<file path="config.mk">
export PLATFORM = sky130hd
export DESIGN_NAME = crf_resonator
export DESIGN_NICKNAME = d
export VERILOG_FILES = /design/src/rtl/core/crf_pkg.sv /design/src/rtl/core/crf_resonator.sv
export SDC_FILE = /design/constraint.sdc
export NUM_CORES = 2
export LEC_CHECK = 0
export BUFFER_PORTS_ARGS = -buffer_cell sky130_fd_sc_hd__buf_2
export CORE_MARGIN = 2
export CORE_UTILIZATION = 50
export CTS_BUF_LIST = sky130_fd_sc_hd__clkbuf_4 sky130_fd_sc_hd__clkbuf_8
export CTS_CLUSTER_DIAMETER = 200
export DETAILED_ROUTE_END_ITERATION = 6
export PLACE_DENSITY = 0.63
export SLEW_MARGIN = 40
export SYNTH_ARGS = -nofsm -noshare
export SYNTH_HDL_FRONTEND = slang
export SYNTH_SLANG_ARGS = --single-unit
</file>
<file path="constraint.sdc">
create_clock -name clk -period 39.8 [get_ports clk]
set_clock_uncertainty 0.15 [all_clocks]
set_input_delay 11.94 -clock clk [delete_from_list [all_inputs] [get_ports clk]]
set_output_delay 11.94 -clock clk [all_outputs]
set_load 0.02 [all_outputs]
</file>
<file path="src/rtl/core/crf_pkg.sv">
// Shared types and constants for the comb resonator filter unit.
package crf_pkg;

	localparam int unsigned CRF_MAX_DELAY = 128;

	localparam int unsigned SAMPLE_W = 16;
	localparam int unsigned SCALED_W = 18;
	localparam int unsigned COMB_W   = SCALED_W + 1;
	localparam int unsigned OUT_W    = 32;
	localparam int unsigned PADDR_W  = 4;

	localparam logic [15:0] GAIN_RST  = 16'h4000;
	localparam logic [7:0]  DELAY_RST = 8'd64;
	localparam logic [15:0] COEF_RST  = 16'h0000;
	localparam logic [15:0] R2_RST    = 16'h0000;

	typedef enum logic [1:0] {
		REG_INPUT_GAIN,
		REG_COMB_DELAY,
		REG_RES_COEF,
		REG_POLE_R2
	} crf_reg_t;

	typedef struct packed {
		logic signed [15:0] input_gain;
		logic [7:0]         comb_delay;
		logic signed [15:0] resonator_coef;
		logic [15:0]        pole_radius_sq;
	} crf_cfg_t;

	// take: a beat enters stage 1; advance: the stage 1 beat moves to the result register
	typedef struct packed {
		logic take;
		logic advance;
	} crf_step_t;

endpackage

</file>
<file path="src/rtl/core/crf_resonator.sv">
// Two-pole resonator: history registers, coefficient products and saturation.
module crf_resonator (
	input  logic                               clk,
	input  logic                               arst_n,
	input  crf_pkg::crf_step_t                 step,
	input  crf_pkg::crf_cfg_t                  cfg,
	input  logic signed [crf_pkg::COMB_W-1:0]  comb_in,
	output logic signed [crf_pkg::OUT_W-1:0]   y_out
);
	import crf_pkg::*;

	localparam logic signed [35:0] SAT_HI = 36'sh07FFFFFFF;
	localparam logic signed [35:0] SAT_LO = 36'shF80000000;

	function automatic logic signed [31:0] sat32(input logic signed [35:0] v);
		logic signed [31:0] r;
		if (v > SAT_HI) begin
			r = 32'sh7FFFFFFF;
		end else if (v < SAT_LO) begin
			r = 32'sh80000000;
		end else begin
			r = v[31:0];
		end
		return r;
	endfunction

	logic signed [31:0] y1_q;
	logic signed [31:0] y2_q;

	logic signed [15:0] coef;
	logic signed [16:0] r2s;
	logic signed [47:0] p1_full;
	logic signed [48:0] p2_full;
	logic signed [33:0] p1;
	logic signed [33:0] p2;
	logic signed [35:0] fb_full;
	logic signed [31:0] fb;
	logic signed [35:0] y_full;

	assign coef    = cfg.resonator_coef;
	assign r2s     = {1'b0, cfg.pole_radius_sq};
	assign p1_full = coef * y1_q;
	assign p2_full = r2s * y2_q;
	// floor shifts: Q2.14 and Q1.15
	assign p1      = p1_full[47:14];
	assign p2      = p2_full[48:15];
	assign fb_full = 36'(comb_in) + 36'(p1) - 36'(p2);
	assign fb      = sat32(fb_full);
	assign y_full  = 36'(fb) - 36'(p1);
	assign y_out   = sat32(y_full);

	always_ff @(posedge clk or negedge arst_n) begin
		if (!arst_n) begin
			y1_q <= '0;
			y2_q <= '0;
		end else if (step.advance) begin
			y2_q <= y1_q;
			y1_q <= fb;
		end
	end

endmodule

</file>
### Word level (Yosys, flattened, before mapping)

Index checks and enable logic that the tools add are counted.

* bits in registers: 64
* bits in latches: 0
* bits in writable memories: 0
* bits in read-only memories: 0
* bits of input ports: 79
* output and inout bits: 32
* memories kept: 0

* $add $sub $neg: 3
* $mul: 2
* divide/modulo/power cells: 0
* order comparisons: 4
* equal/unequal tests: 0
* shift operators: 0
* mux-type cells: 4
* bitwise operators: 0
* reduce and logical (&&, ||, !) cells: 0

Operators by type and width (count)
* 32-bit two-way mux: 4
* 17-bit by 32-bit multiplier with 49-bit output: 1
* 16-bit by 32-bit multiplier with 48-bit output: 1
* 36-bit by 32-bit greater-than comparator with 1-bit output, second input constant: 1
* 36-bit by 32-bit < comparator with 1-bit output, second input constant: 1
* 35-bit by 34-bit subtractor with 36-bit output: 1
* 19-bit by 34-bit adder with 35-bit output: 1
* 35-bit by 32-bit greater-than comparator with 1-bit output, second input constant: 1
* 35-bit by 32-bit < comparator with 1-bit output, second input constant: 1
* 32-bit by 34-bit subtractor with 35-bit output: 1

### Longest topological paths before layout

* depth in word-level cells: 10
* depth in mapped cells: 52

### Worst setup path before layout

Ideal clock, no wire load.

* path kind: input -> output
* from: input cfg[17] (netlist bit)
* to: output y_out[25] (netlist bit)
* arrival time: 23528 ps
* path slack: 4182 ps
* stages on the path: 48
* path buffers: 3
* path through: clkbuf_1 -> nand2_1 -> fa_1 -> fa_1 -> fa_1 -> inv_1 -> fa_1 -> fa_1 -> inv_1 -> fa_1 -> inv_1 -> ha_1 -> a211oi_1 -> nor2_1 -> nor3_1 -> nand3b_1 -> a221oi_2 -> o31ai_1 -> (+12 left out) -> a21oi_2 -> a21oi_2 -> xnor2_2 -> o41ai_4 -> buf_2 -> o21ai_1 -> ha_1 -> a21o_1 -> a21o_1 -> a21o_1 -> a2111oi_0 -> o311ai_2 -> a211oi_1 -> o31ai_2 -> xnor2_1 -> o31a_1 -> buf_2 -> o31ai_1

* longest elaborated chain between the ends: 10
* elaborated cells on any way between the ends: 12

Ends and longest elaborated chain
* start: declaration: RTL line crf_resonator.sv:6 `input crf_pkg::crf_cfg_t cfg,`
* 16-bit by 32-bit multiplier with 48-bit output (*): RTL line crf_resonator.sv:42 `assign p1_full = coef * y1_q;`
* 19-bit by 34-bit adder with 35-bit output (*): RTL line crf_resonator.sv:47 `assign fb_full = 36'(comb_in) + 36'(p1) - 36'(p2);`
* 35-bit by 34-bit subtractor with 36-bit output (*): RTL line crf_resonator.sv:47
* 36-bit by 32-bit < comparator with 1-bit output: RTL line crf_resonator.sv:19 `end else if (v < SAT_LO) begin`
* 32-bit two-way mux: RTL line crf_resonator.sv:19
* 32-bit two-way mux (*): RTL line crf_resonator.sv:17 `if (v > SAT_HI) begin`
* named net fb[15]: RTL line crf_resonator.sv:37 `logic signed [31:0] fb;`
* 32-bit by 34-bit subtractor with 35-bit output (*): RTL line crf_resonator.sv:49 `assign y_full = 36'(fb) - 36'(p1);`
* 35-bit by 32-bit < comparator with 1-bit output: RTL line crf_resonator.sv:19
* 32-bit two-way mux: RTL line crf_resonator.sv:19
* 32-bit two-way mux (*): RTL line crf_resonator.sv:17
* end: declaration: RTL line crf_resonator.sv:8 `output logic signed [crf_pkg::OUT_W-1:0] y_out`

The timed path passes the listed nets; every way through them passes the cells marked *.

### Final worst setup path

* from: input cfg[17] (netlist bit)
* to: output y_out[4] (netlist bit)

* longest elaborated chain between the ends: 10
* elaborated cells on any way between the ends: 12

Ends and longest elaborated chain (RTL line)
* 16-bit by 32-bit multiplier with 48-bit output (*): crf_resonator.sv:42
* 19-bit by 34-bit adder with 35-bit output: crf_resonator.sv:47
* 35-bit by 34-bit subtractor with 36-bit output: crf_resonator.sv:47
* 36-bit by 32-bit < comparator with 1-bit output: crf_resonator.sv:19
* 32-bit two-way mux: crf_resonator.sv:19
* 32-bit two-way mux: crf_resonator.sv:17
* 32-bit by 34-bit subtractor with 35-bit output (*): crf_resonator.sv:49
* 35-bit by 32-bit < comparator with 1-bit output: crf_resonator.sv:19
* 32-bit two-way mux: crf_resonator.sv:19
* 32-bit two-way mux (*): crf_resonator.sv:17

Mark *: on every way between the ends. The rest lies on a longest branch, timed or not.

==> impl_metrics.json <==
{
  "grt_max_degree": 63,
  "wl_um": 105500,
  "async_reset_ff_frac": 1.000,
  "synth.avg_cell_area_um2": 8.834,
  "start_util": 0.5031,
  "slew_headroom": 0.3972,
  "drive_gt1_frac": 0.04805,
  "rsz0062_at_grt": "false",
  "crit_path_frequent_cell": "fa_1",
  "die_area_mm2": 0.08628,
  "first_iter_violations": 1744,
  "remaining_drc_errors": 0,
  "row_count": 106,
  "die_height_um": 293.7,
  "synth_edf_count": 0,
  "grt_pass1_wl_um": 174500,
  "cts_resized": 0,
  "crit_path_max_fanout": 32,
  "nets": 6060,
  "busiest_layer": "met2",
  "synth_area_mm2": 0.04197,
  "post_cts_buffers": 0,
  "setup_viol": 0,
  "die_w_um": 293.7,
  "whs_path_depth": 1,
  "max_freq_mhz": 25.66,
  "synth_cell_types": 74,
  "ys_warn_count": 0,
  "cap_violations": 0,
  "criticalPathCategory": "in2out",
  "ys_ff_latch": 64,
  "syn_to_final_growth_pct": 3.804,
  "status": "completed",
  "first_pass_iters": 5,
  "tritoncts": "done",
  "netlist_top_cells_count": "1200 x inv_1, 1007 x fa_1, 666 x nand2_1, 389 x and2_1, 296 x ha_1",
  "cp.arrival_ns": 26.89,
  "min_path_type": "reg2reg",
  "clk_pin_slew_worst_paths_ns": 0.08,
  "synth.area.top_cells": "fa_1 48%, inv_1 11%, ha_1 8.8%",
  "cts-buffers-inserted": 9,
  "gp_congestion": 0.9246,
  "antenna_found_initial": 2,
  "core-area_mm2": 0.08342,
  "critPathLaunchType": "primary input",
  "end_kind": "output pin",
  "met1_usage": 0.3567,
  "yosys.area.top_type": "fa_1",
  "worstMarginPinSlew_ns": 0.8965,
  "num_vias": 30703,
  "yosys.area.top_type_share": 0.4803,
  "viasPerCell": 5.326,
  "fin_crit_sh": 0.9794,
  "crit_slowest_cell": "o311ai_2",
  "root_buffer": "clkbuf_8",
  "cts_buffer_depth": 2,
  "grt_remaining_overflow": 0,
  "use_met3": 0.01888,
  "ys.flop_type": "dfrtp_1",
  "timing.hold.ws_ns": 0.4319,
  "slowest_delay_ns": 0.63,
  "ant_nets": 0,
  "holdBufCountCts": 0,
  "port_buffers": 85,
  "final_area_mm2": 0.04357,
  "reg2regPathDepth": 33,
  "track_usage": 0.2581,
  "syn_inst": 4751,
  "clock_sinks": 64,
  "hold_viol": 0,
  "period_needed_ns": 38.98,
  "synth_nets": 6133,
  "setup_tns_ns": 0,
  "yosysMostFrequentCell": "inv_1",
  "placed_area_mm2": 0.04329,
  "cts_max_level": 3,
  "wire_per_inst_um": 18.30,
  "required_ns": 27.71,
  "grtUsageMet2": 0.4439,
  "grt_pass1_vias": 32769,
  "dp_slack_ns": 1.051,
  "fin_ws_ns": 0.8213,
  "pin_count": 111,
  "hpwl_um": 85460,
  "maxSlewViolCount": 0,
  "yosysSeqAreaShare": 0.03816,
  "clock_latency_ns": 0.38
}
-- cell usage in the layout, fill, tap and decap left out, types with 4 or more instances in the layout --
master	instances
nor2_1	97
dfrtp_1	49
o211a_1	4
dfrtp_2	15
a21oi_2	4
nor2b_1	17
o21ai_1	27
buf_2	85
xnor2_1	90
and3_1	18
a31oi_1	13
nor3_1	16
a221o_1	5
a2111oi_0	4
xor2_1	59
a211oi_1	12
or2_2	6
and2_1	389
nand2b_1	27
o21a_1	18
clkbuf_8	10
a21oi_1	116
o311ai_0	6
ha_1	295
o21ai_0	96
a311oi_1	25
nand2_1	666
o211ai_1	9
fa_1	1007
buf_4	40
inv_1	1199
a21o_1	79
o21bai_1	21
nand3_1	32
nand4_1	16
o31ai_1	8
mux2_2	32
-- logic make-up (layout without fill, tap and decap cells) --
kind of cell    after synthesis  after routing  share of synthesized area
buf+inv                    1412           1344                     0.1268
fa+ha+maj                  1303           1303                     0.5685
simple gates               1295           1295                     0.1470
compound gates              493            493                    0.07891
xor+xnor                    150            150                    0.03148
flops                        64             64                    0.03816
mux                          34             34                   0.009063
other cells                   0              2                          0
-- layout make-up --
cell class / instances / area (um2)
Antenna cell: 2 / 5.005
Clock buffer: 11 / 145.1
Clock inverter: 5 / 78.83
Fill cell: 7991 / 39850
Inverter: 1200 / 4504
Multi-Input combinational cell: 3275 / 35100
Sequential cell: 64 / 1620
Tap cell: 1080 / 1351
Timing Repair Buffer: 128 / 764.5
-- metal layers --
| layer | up-vias | wire length (um) |
|---|---|---|
| met1 | 15860 | 45610 |
| met3 | 150 | 5106 |
| met2 | 778 | 51970 |
| li1 | 13915 | - |
| met5 | - | 0 |
| met4 | 0 | 2790 |
-- final timing paths --
path,end,start,slack (ns)
max,y_out[4],cfg[17],0.82
min,y2_q[23],y1_q[23],0.43
max reg2reg,y1_q[30],y1_q[6],28.27
min reg2reg,y2_q[23],y1_q[23],0.43
max in group asynchronous,y2_q[21],arst_n,27.53
min in group asynchronous,y2_q[0],arst_n,11.40
-- registers in the layout, summed over array words and instances (netlist names) --
| register | flops |
|---|---|
| y1_q | 32 |
| y2_q | 32 |
-- through the flow --
step / utilization / cells
detailed placement: 0.5190 / 5745
global route: 0.5222 / 5763
floorplan: - / 4751
finish: 0.5223 / 5765
global placement: 0.5184 / 5744
CTS: 0.5216 / 5761
-- worst max-delay path: cells and delay by family --
| kind | cells | cell delay (ns) |
|---|---|---|
| buffers and inverters | 7 | 1.81 |
| and+or+nand+nor | 11 | 2.87 |
| AOI/OAI and AO/OA | 16 | 4.89 |
| adders and majority gates | 11 | 4.96 |
| xor gates and xnor gates | 2 | 0.32 |
Power is not shown: default switching activity piles up to over one toggle a cycle in this logic, so the estimate is an artifact.
