--- src/rtl/core/crf_pkg.sv ---
// Shared types and constants for the comb resonator filter unit.
package crf_pkg;

	localparam int unsigned CRF_MAX_DELAY = 128;

	localparam int unsigned SAMPLE_W = 16;
	localparam int unsigned SCALED_W = 18;
	localparam int unsigned COMB_W   = SCALED_W + 1;
	localparam int unsigned OUT_W    = 32;
	localparam int unsigned PADDR_W  = 4;

	localparam logic [15:0] GAIN_RST  = 16'h4000;
	localparam logic [7:0]  DELAY_RST = 8'd64;
	localparam logic [15:0] COEF_RST  = 16'h0000;
	localparam logic [15:0] R2_RST    = 16'h0000;

	typedef enum logic [1:0] {
		REG_INPUT_GAIN,
		REG_COMB_DELAY,
		REG_RES_COEF,
		REG_POLE_R2
	} crf_reg_t;

	typedef struct packed {
		logic signed [15:0] input_gain;
		logic [7:0]         comb_delay;
		logic signed [15:0] resonator_coef;
		logic [15:0]        pole_radius_sq;
	} crf_cfg_t;

	// take: a beat enters stage 1; advance: the stage 1 beat moves to the result register
	typedef struct packed {
		logic take;
		logic advance;
	} crf_step_t;

endpackage

--- src/rtl/core/crf_comb.sv ---
// Comb section: delay store, write pointer, fill count and read bypass.
module crf_comb #(
	parameter int unsigned MAX_COMB_DELAY = crf_pkg::CRF_MAX_DELAY
) (
	input  logic                                 clk,
	input  logic                                 arst_n,
	input  crf_pkg::crf_step_t                   step,
	input  logic [7:0]                           comb_delay,
	input  logic signed [crf_pkg::SCALED_W-1:0]  scaled_in,
	output logic signed [crf_pkg::COMB_W-1:0]    comb_out
);
	import crf_pkg::*;

	localparam int unsigned D  = MAX_COMB_DELAY;
	localparam int unsigned PW = (D > 1) ? $clog2(D) : 1;
	localparam int unsigned FW = $clog2(D + 1);
	localparam int unsigned NW = (FW > 8) ? FW : 8;
	localparam int unsigned AW = NW + 1;

	logic signed [SCALED_W-1:0] mem [0:D-1];

	logic [PW-1:0] wp_q;
	logic [FW-1:0] fill_q;
	logic [PW-1:0] wp_s1;
	logic signed [SCALED_W-1:0] scaled_s1;
	logic signed [SCALED_W-1:0] rdata_s1;
	logic signed [SCALED_W-1:0] byp_s1;
	logic hit_s1;
	logic rdok_s1;

	logic [NW-1:0] n_ext;
	logic [NW-1:0] n_cl;
	logic [AW-1:0] rd_sum;
	logic [AW-1:0] rd_full;
	logic [PW-1:0] rd_addr;
	logic rd_ok;
	logic hit;
	logic signed [SCALED_W-1:0] delayed;

	// zero acts as one, anything past the store depth is clamped
	always_comb begin
		n_ext = NW'(comb_delay);
		if (n_ext == '0) begin
			n_cl = NW'(1);
		end else if (n_ext > NW'(D)) begin
			n_cl = NW'(D);
		end else begin
			n_cl = n_ext;
		end
	end

	assign rd_sum  = AW'(wp_q) + AW'(D) - AW'(n_cl);
	assign rd_full = (rd_sum >= AW'(D)) ? (rd_sum - AW'(D)) : rd_sum;
	assign rd_addr = rd_full[PW-1:0];
	// entries are filled in address order, so the count tells which were written
	assign rd_ok   = AW'(rd_addr) < AW'(fill_q);
	// the stage 1 beat writes this slot on the same edge the read happens
	assign hit     = step.advance && (wp_s1 == rd_addr);

	always_ff @(posedge clk or negedge arst_n) begin
		if (!arst_n) begin
			wp_q   <= '0;
			fill_q <= '0;
		end else if (step.take) begin
			if (wp_q == PW'(D - 1)) begin
				wp_q <= '0;
			end else begin
				wp_q <= wp_q + PW'(1);
			end
			if (fill_q != FW'(D)) begin
				fill_q <= fill_q + FW'(1);
			end
		end
	end

	always_ff @(posedge clk) begin
		if (step.advance) begin
			mem[wp_s1] <= scaled_s1;
		end
		if (step.take) begin
			rdata_s1  <= mem[rd_addr];
			wp_s1     <= wp_q;
			scaled_s1 <= scaled_in;
			hit_s1    <= hit;
			rdok_s1   <= rd_ok;
			byp_s1    <= scaled_s1;
		end
	end

	assign delayed  = hit_s1 ? byp_s1 : (rdok_s1 ? rdata_s1 : '0);
	assign comb_out = COMB_W'(scaled_s1) - COMB_W'(delayed);

endmodule

--- config.mk ---
export PLATFORM = sky130hd
export DESIGN_NAME = crf_comb
export DESIGN_NICKNAME = d
export VERILOG_FILES = /design/src/rtl/core/crf_pkg.sv /design/src/rtl/core/crf_comb.sv
export SDC_FILE = /design/constraint.sdc
export NUM_CORES = 2
export LEC_CHECK = 0
export BUFFER_PORTS_ARGS = -buffer_cell sky130_fd_sc_hd__buf_2
export CAP_MARGIN = 20
export CORE_ASPECT_RATIO = 1.4
export CORE_MARGIN = 4
export CORE_UTILIZATION = 50
export CTS_CLUSTER_DIAMETER = 80
export DETAILED_ROUTE_END_ITERATION = 8
export PLACE_DENSITY_LB_ADDON = 0.2
export SYNTH_ARGS = -nofsm -noshare
export SYNTH_HDL_FRONTEND = slang
export SYNTH_SLANG_ARGS = --single-unit
--- constraint.sdc ---
create_clock -name clk -period 4.4 [get_ports clk]
set_clock_uncertainty 0.2 [all_clocks]
set_input_delay 0.66 -clock clk [delete_from_list [all_inputs] [get_ports clk]]
set_output_delay 0.66 -clock clk [all_outputs]
set_load 0.05 [all_outputs]
* Word level (Yosys, flattened, before mapping)
Memory sizes are Yosys's and may differ from the RTL's. A register that Yosys moved wholly into a read port is not among the register bits.
Index checks and enable logic that the tools add are counted.
** Cells by class
- $add $sub $neg :: 6
- Order comparisons :: 3
- Equality and inequality tests :: 3
- Mux-type cells :: 8
- Reductions and logical operators :: 3
** Operators with widths (number)
- two-way mux 18 bit :: 2
- subtractor 18 x 18 -> 19 bit :: 1
- two-way mux 8 bit :: 2
- two-way mux 7 bit :: 2
- adder 7 x 8 -> 9 bit (second input constant) :: 1
- greater-or-equal comparator 9 x 8 -> 1 bit (second input constant) :: 1
- subtractor 9 x 8 -> 9 bit :: 1
- adder 8 x 1 -> 8 bit (second input constant) :: 1
- > comparator 8 bit (second input constant) :: 1
- logical NOT 8 bit :: 1
- < comparator 7 x 8 -> 1 bit :: 1
- != test 8 bit (second input constant) :: 1
- adder 7 x 1 -> 7 bit (second input constant) :: 1
- equality test 7 bit :: 1
- equality test 7 bit (second input constant) :: 1
- subtractor 7 x 1 -> 7 bit (second input constant) :: 1
- two-way mux 1 bit :: 2
- AND reduction 2 bit :: 1
- logical AND 1 bit :: 1
** Storage, ports and cells
- Register bits after elaboration :: 60
- Memory bits (writable) :: 2304
- Input bits :: 30
- Output and inout bits :: 19
- Logic and storage cells :: 31
- Memories kept :: 1
** Memory list
- mem :: depth 128, width 18, read ports 1, clocked after Yosys merged registers in 1, write ports 1, line crf_comb.sv:20 : logic signed [SCALED_W-1:0] mem [0:D-1];

* Longest topological paths before layout
- Depth after elaboration :: 8
- Depth in mapped cells :: 18
- Depth with buffers taken out :: 14

* Worst setup path before layout
No wires, ideal clock.
- Path type :: reg2out
- From :: register scaled_s1[1]
- To :: output comb_out[17] (netlist name)
- Arrival time :: 4.491 ns
- Required time :: 3.540 ns
- Slack :: -0.951 ns
- Stages on the path, launching flop included :: 10
- Path buffers :: 0
- Cell sequence :: edfxtp_1 > ha_1 > nor2b_1 > o31a_1 > o41ai_1 > o21ai_0 > a21o_1 > a41oi_1 > a31oi_1 > xor2_1
** On the way
- Longest elaborated chain between the ends :: 1
** Ends and longest elaborated chain
- start: declaration :: line crf_comb.sv:25 : logic signed [SCALED_W-1:0] scaled_s1;
- start signal: assignment :: line crf_comb.sv:83 : scaled_s1 <= scaled_in;
- subtractor 18 x 18 -> 19 bit :: line crf_comb.sv:91 : assign comb_out = COMB_W'(scaled_s1) - COMB_W'(delayed);
- end: declaration :: line crf_comb.sv:10 : output logic signed [crf_pkg::COMB_W-1:0] comb_out
Every way passes these cells.

* Worst setup path after layout
- From :: register rdok_s1
- To :: output comb_out[16] (netlist name)
** On the way
- Longest elaborated chain between the ends :: 3
** Ends and longest elaborated chain
- start: declaration :: line crf_comb.sv:29 : logic rdok_s1;
- start signal: assignment :: line crf_comb.sv:85 : rdok_s1 <= rd_ok;
- two-way mux 18 bit (2 in a row) :: line crf_comb.sv:90 : assign delayed = hit_s1 ? byp_s1 : (rdok_s1 ? rdata_s1 : '0);
- subtractor 18 x 18 -> 19 bit :: line crf_comb.sv:91
Every way passes these cells.

==> metrics.txt <==
# TYPE chip_impl_metric gauge
chip_impl_info{name="outcome",value="complete, but fails checks"} 1
chip_impl_info{name="failed_checks",value="negative setup slack"} 1
chip_impl_metric{name="hpwl_after_detailed_placement",unit="mm"} 156.8
chip_impl_metric{name="power",unit="mW"} 68.08
chip_impl_metric{name="initial_core_util",unit=""} 0.5038
chip_impl_metric{name="synth_edf_count",unit=""} 2367
chip_impl_metric{name="place_congestion",unit=""} 0.8971
chip_impl_metric{name="clock_tree.htree_level_count",unit=""} 4
chip_impl_metric{name="yosys_warnings",unit=""} 0
chip_impl_info{name="synthDominantAreaCellType",value="sky130_fd_sc_hd__edfxtp_1"} 1
chip_impl_metric{name="buffer_ports.inserted",unit=""} 48
chip_impl_metric{name="grt_max_degree",unit=""} 130
chip_impl_metric{name="design_area",unit="sq um"} 107200
chip_impl_metric{name="routed-via-count",unit=""} 47510
chip_impl_metric{name="core.rowCount",unit=""} 186
chip_impl_metric{name="routed_via_count_divided_by_cell_count",unit=""} 6.187
chip_impl_info{name="worst_hold_path_type",value="in -> reg"} 1
chip_impl_metric{name="async_reset_ff_frac",unit=""} 0.006297
chip_impl_metric{name="clk_latency",unit="ns"} 0.84
chip_impl_info{name="yosys-top-cells-area",value="sky130_fd_sc_hd__edfxtp_1 (77%), sky130_fd_sc_hd__mux4_2 (15%), sky130_fd_sc_hd__nand2_1 (2.1%)"} 1
chip_impl_info{name="worst_path_max_delay_cell",value="sky130_fd_sc_hd__edfxtp_1"} 1
chip_impl_metric{name="synth-seq-cells",unit=""} 2382
chip_impl_metric{name="antenna_found_initial",unit=""} 10
chip_impl_metric{name="max_slew_margin",unit=""} 0.2407
chip_impl_info{name="timing.critical_path.cells",value="nor2b_4 > a22o_1 > ha_4 > fa_2 > nor2b_4 > o31a_1 > o211ai_1 > a21oi_2 > o311ai_4 > a21oi_2 > buf_4 > nor2_4 > xnor2_4 > buf_6"} 1
chip_impl_metric{name="drcViolationCount",unit=""} 0
chip_impl_metric{name="synth_largest_type_area_fraction",unit=""} 0.7674
chip_impl_metric{name="design.final.nets",unit=""} 5114
chip_impl_metric{name="worstPathBufferInverterCount",unit=""} 2
chip_impl_metric{name="initialDrtViolationCount",unit=""} 5755
chip_impl_metric{name="chipHeight",unit="um"} 517.2
chip_impl_info{name="worst_setup_path_start_kind",value="register"} 1
chip_impl_metric{name="grt_overflow_total",unit=""} 0
chip_impl_metric{name="grt_pass1_wl",unit="mm"} 356.6
chip_impl_info{name="yosys-top-cells-count",value="sky130_fd_sc_hd__edfxtp_1 (2367), sky130_fd_sc_hd__mux4_2 (600), sky130_fd_sc_hd__nand2_1 (525)"} 1
chip_impl_metric{name="max_slew.worst_pin.slew",unit="ns"} 1.139
chip_impl_metric{name="post-route-worst-setup-slack",unit="ns"} -0.4032
chip_impl_metric{name="first_global_vias",unit=""} 47880
chip_impl_metric{name="setup-tns-final",unit="ns"} -2.889
chip_impl_metric{name="power_density",unit="nW/um^2"} 635.0
chip_impl_metric{name="area_growth",unit="%"} 15.77
chip_impl_metric{name="final.hold.worst_slack",unit="ns"} 0.1202
chip_impl_metric{name="final_layout_size_suffix_gt1_frac",unit=""} 0.2993
chip_impl_metric{name="die-width",unit="um"} 371.7
chip_impl_metric{name="ant_nets",unit=""} 0
chip_impl_metric{name="worst_ep_required_time",unit="ns"} 3.54
chip_impl_metric{name="synth_cell_type_count",unit=""} 55
chip_impl_metric{name="tritoncts_sinks",unit=""} 2382
chip_impl_metric{name="syn_nets",unit=""} 4592
chip_impl_metric{name="post_synth_inst_count",unit=""} 4527
chip_impl_metric{name="cp_data_arrival_time",unit="ns"} 3.94
chip_impl_metric{name="cpPeakStageDelay",unit="ns"} 0.51
chip_impl_metric{name="detail_route.wl_per_cell",unit="um"} 32.52
chip_impl_info{name="grt_setup_unrepaired",value="yes"} 1
chip_impl_metric{name="p_leak",unit="nW"} 34.56
chip_impl_metric{name="core_area",unit="sq um"} 183900
chip_impl_metric{name="hold_viol_final",unit=""} 0
chip_impl_metric{name="grtUsageTotal",unit=""} 0.2632
chip_impl_metric{name="maxClockFrequency",unit="MHz"} 208.2
chip_impl_metric{name="route.final.wire_length",unit="mm"} 249.7
chip_impl_metric{name="fin_crit_sh",unit=""} 1.092
chip_impl_metric{name="cts_buffer_depth",unit=""} 3
chip_impl_metric{name="ir_drop",unit="mV"} 0.6652
chip_impl_metric{name="detailed_place.area",unit="sq um"} 99700
chip_impl_metric{name="worst_case_setup_slack_after_placement",unit="ns"} -0.6511
chip_impl_metric{name="drv_slew",unit=""} 0
chip_impl_metric{name="finalSetupViolCount",unit=""} 10
chip_impl_info{name="postSynth.topFlopCell",value="sky130_fd_sc_hd__edfxtp_1"} 1
chip_impl_info{name="cp-end-kind",value="primary output"} 1
chip_impl_metric{name="max_cap_viol_count",unit=""} 0
chip_impl_metric{name="clk_pin_slew",unit="ns"} 0.07
chip_impl_info{name="synthMostInstantiatedCell",value="sky130_fd_sc_hd__edfxtp_1"} 1
chip_impl_metric{name="fp.dieArea",unit="sq um"} 192300
chip_impl_metric{name="avgSynthCellArea",unit="sq um"} 20.46
chip_impl_metric{name="seq_area_frac_synth",unit=""} 0.7715
chip_impl_metric{name="timing.final.crit_period",unit="ns"} 4.803
chip_impl_metric{name="cp_max_fo",unit=""} 6
chip_impl_metric{name="cts-buffers-inserted",unit=""} 209
chip_impl_metric{name="detailedRoute.firstPassIterationCount",unit=""} 6
chip_impl_info{name="clock_tree_from_tritoncts",value="built"} 1
chip_impl_metric{name="io-pin-count",unit=""} 49
chip_impl_metric{name="synth_area",unit="sq um"} 92620
chip_impl_info{name="critPathTopFamily",value="compound AO/OA/AOI/OAI gates"} 1
chip_impl_info{name="cts-root-buf",value="sky130_fd_sc_hd__clkbuf_16"} 1
chip_impl_info{name="timing_worst_setup_path_type",value="reg -> out"} 1
==> final timing paths <==
check	from	endpoint	slack, ns	cells after the start
max	rdok_s1$_DFFE_PP_	comb_out[16]	-0.40	14
min	step[1]	hit_s1$_DFFE_PP_	0.12	1
max reg2reg	wp_q[0]$_DFFE_PN0P_	rdata_s1[16]$_DFFE_PP_	0.12	12
min reg2reg	fill_q[6]$_DFFE_PN0P_	fill_q[6]$_DFFE_PN0P_	0.28	1
max in group asynchronous	arst_n	wp_q[0]$_DFFE_PN0P_	3.58	2
min in group asynchronous	arst_n	wp_q[2]$_DFFE_PN0P_	0.14	2
==> area by class of cell <==
class                           count  area [sq um]
Antenna cell                        6         15.01
Clock buffer                      253          5469
Clock inverter                    138          1303
Fill cell                       13400         76630
Inverter                           25         103.9
Multi-Input combinational cell   1884         20610
Sequential cell                  2382         71450
Tap cell                         2444          3058
Timing Repair Buffer              547          5206
==> placed cells by master, fill, tap and decap left out, drive strengths merged, types with 16 or more instances in the layout <==
cell	n
a21oi	25
buf	525
bufinv	22
clkbuf	256
clkinv	101
dlygate4sd3	19
edfxtp	2367
ha	33
inv	33
mux4	600
nand2	526
nand3	243
nand4	67
nor2	178
nor2b	16
nor3	23
o21ai	16
xnor2	28
==> through the flow <==
| step | util | instances |
|---|---|---|
| 5_1_grt | 0.5832 | 7675 |
| 3_3_place_gp | 0.5423 | 7245 |
| 2_1_floorplan | - | 4527 |
| 6_report | 0.5832 | 7679 |
| 3_5_place_dp | 0.5423 | 7245 |
| 4_1_cts | 0.5821 | 7666 |
==> flip-flops by register name, indices dropped and copies added, names as in the netlist <==
name	cells
rdata_s1	18
wp_q	7
hit_s1	1
scaled_s1	18
wp_s1	7
rdok_s1	1
mem	2304
fill_q	8
byp_s1	18
==> layer usage <==
metal / routed length (um) / GRT usage
met1: 91180 / 0.3441
met2: 127800 / 0.4449
met3: 18290 / 0.03841
met4: 12420 / 0.1127
met5: 13 / 0
==> power breakdown <==
| part | total [mW] | internal [mW] | leakage (nW) | switching [mW] |
|---|---|---|---|---|
| Clock | 18.2 | 10.2 | 3.31 | 8.07 |
| Combinational | 23.9 | 9.03 | 9.72 | 14.9 |
| Sequential | 26.0 | 25.7 | 21.5 | 0.320 |
==> kinds of logic (layout without fill, tap and decap cells) <==
family / Yosys count / in the layout / share of synthesized area
adders and majority gates: 35 / 35 / 0.004890
DFF: 2382 / 2382 / 0.7715
AOI/OAI and AO/OA: 128 / 128 / 0.009552
buffers and inverters: 261 / 963 / 0.01339
xor gates and xnor gates: 36 / 36 / 0.003404
muxes: 607 / 607 / 0.1467
other: 0 / 6 / 0
and+or+nand+nor: 1078 / 1078 / 0.05062
==> repair_timing <==
action / in CTS / in global routing
pin swaps: 28 / 20
gates cloned: 0 / 3
hold buffers: 19 / 0
gates resized for setup: 58 / 20
hold endpoints to repair: 33 / 0
setup endpoints to repair: 19 / 23
buffers inserted: 13 / 6
Power figures use the tool's default switching activity.
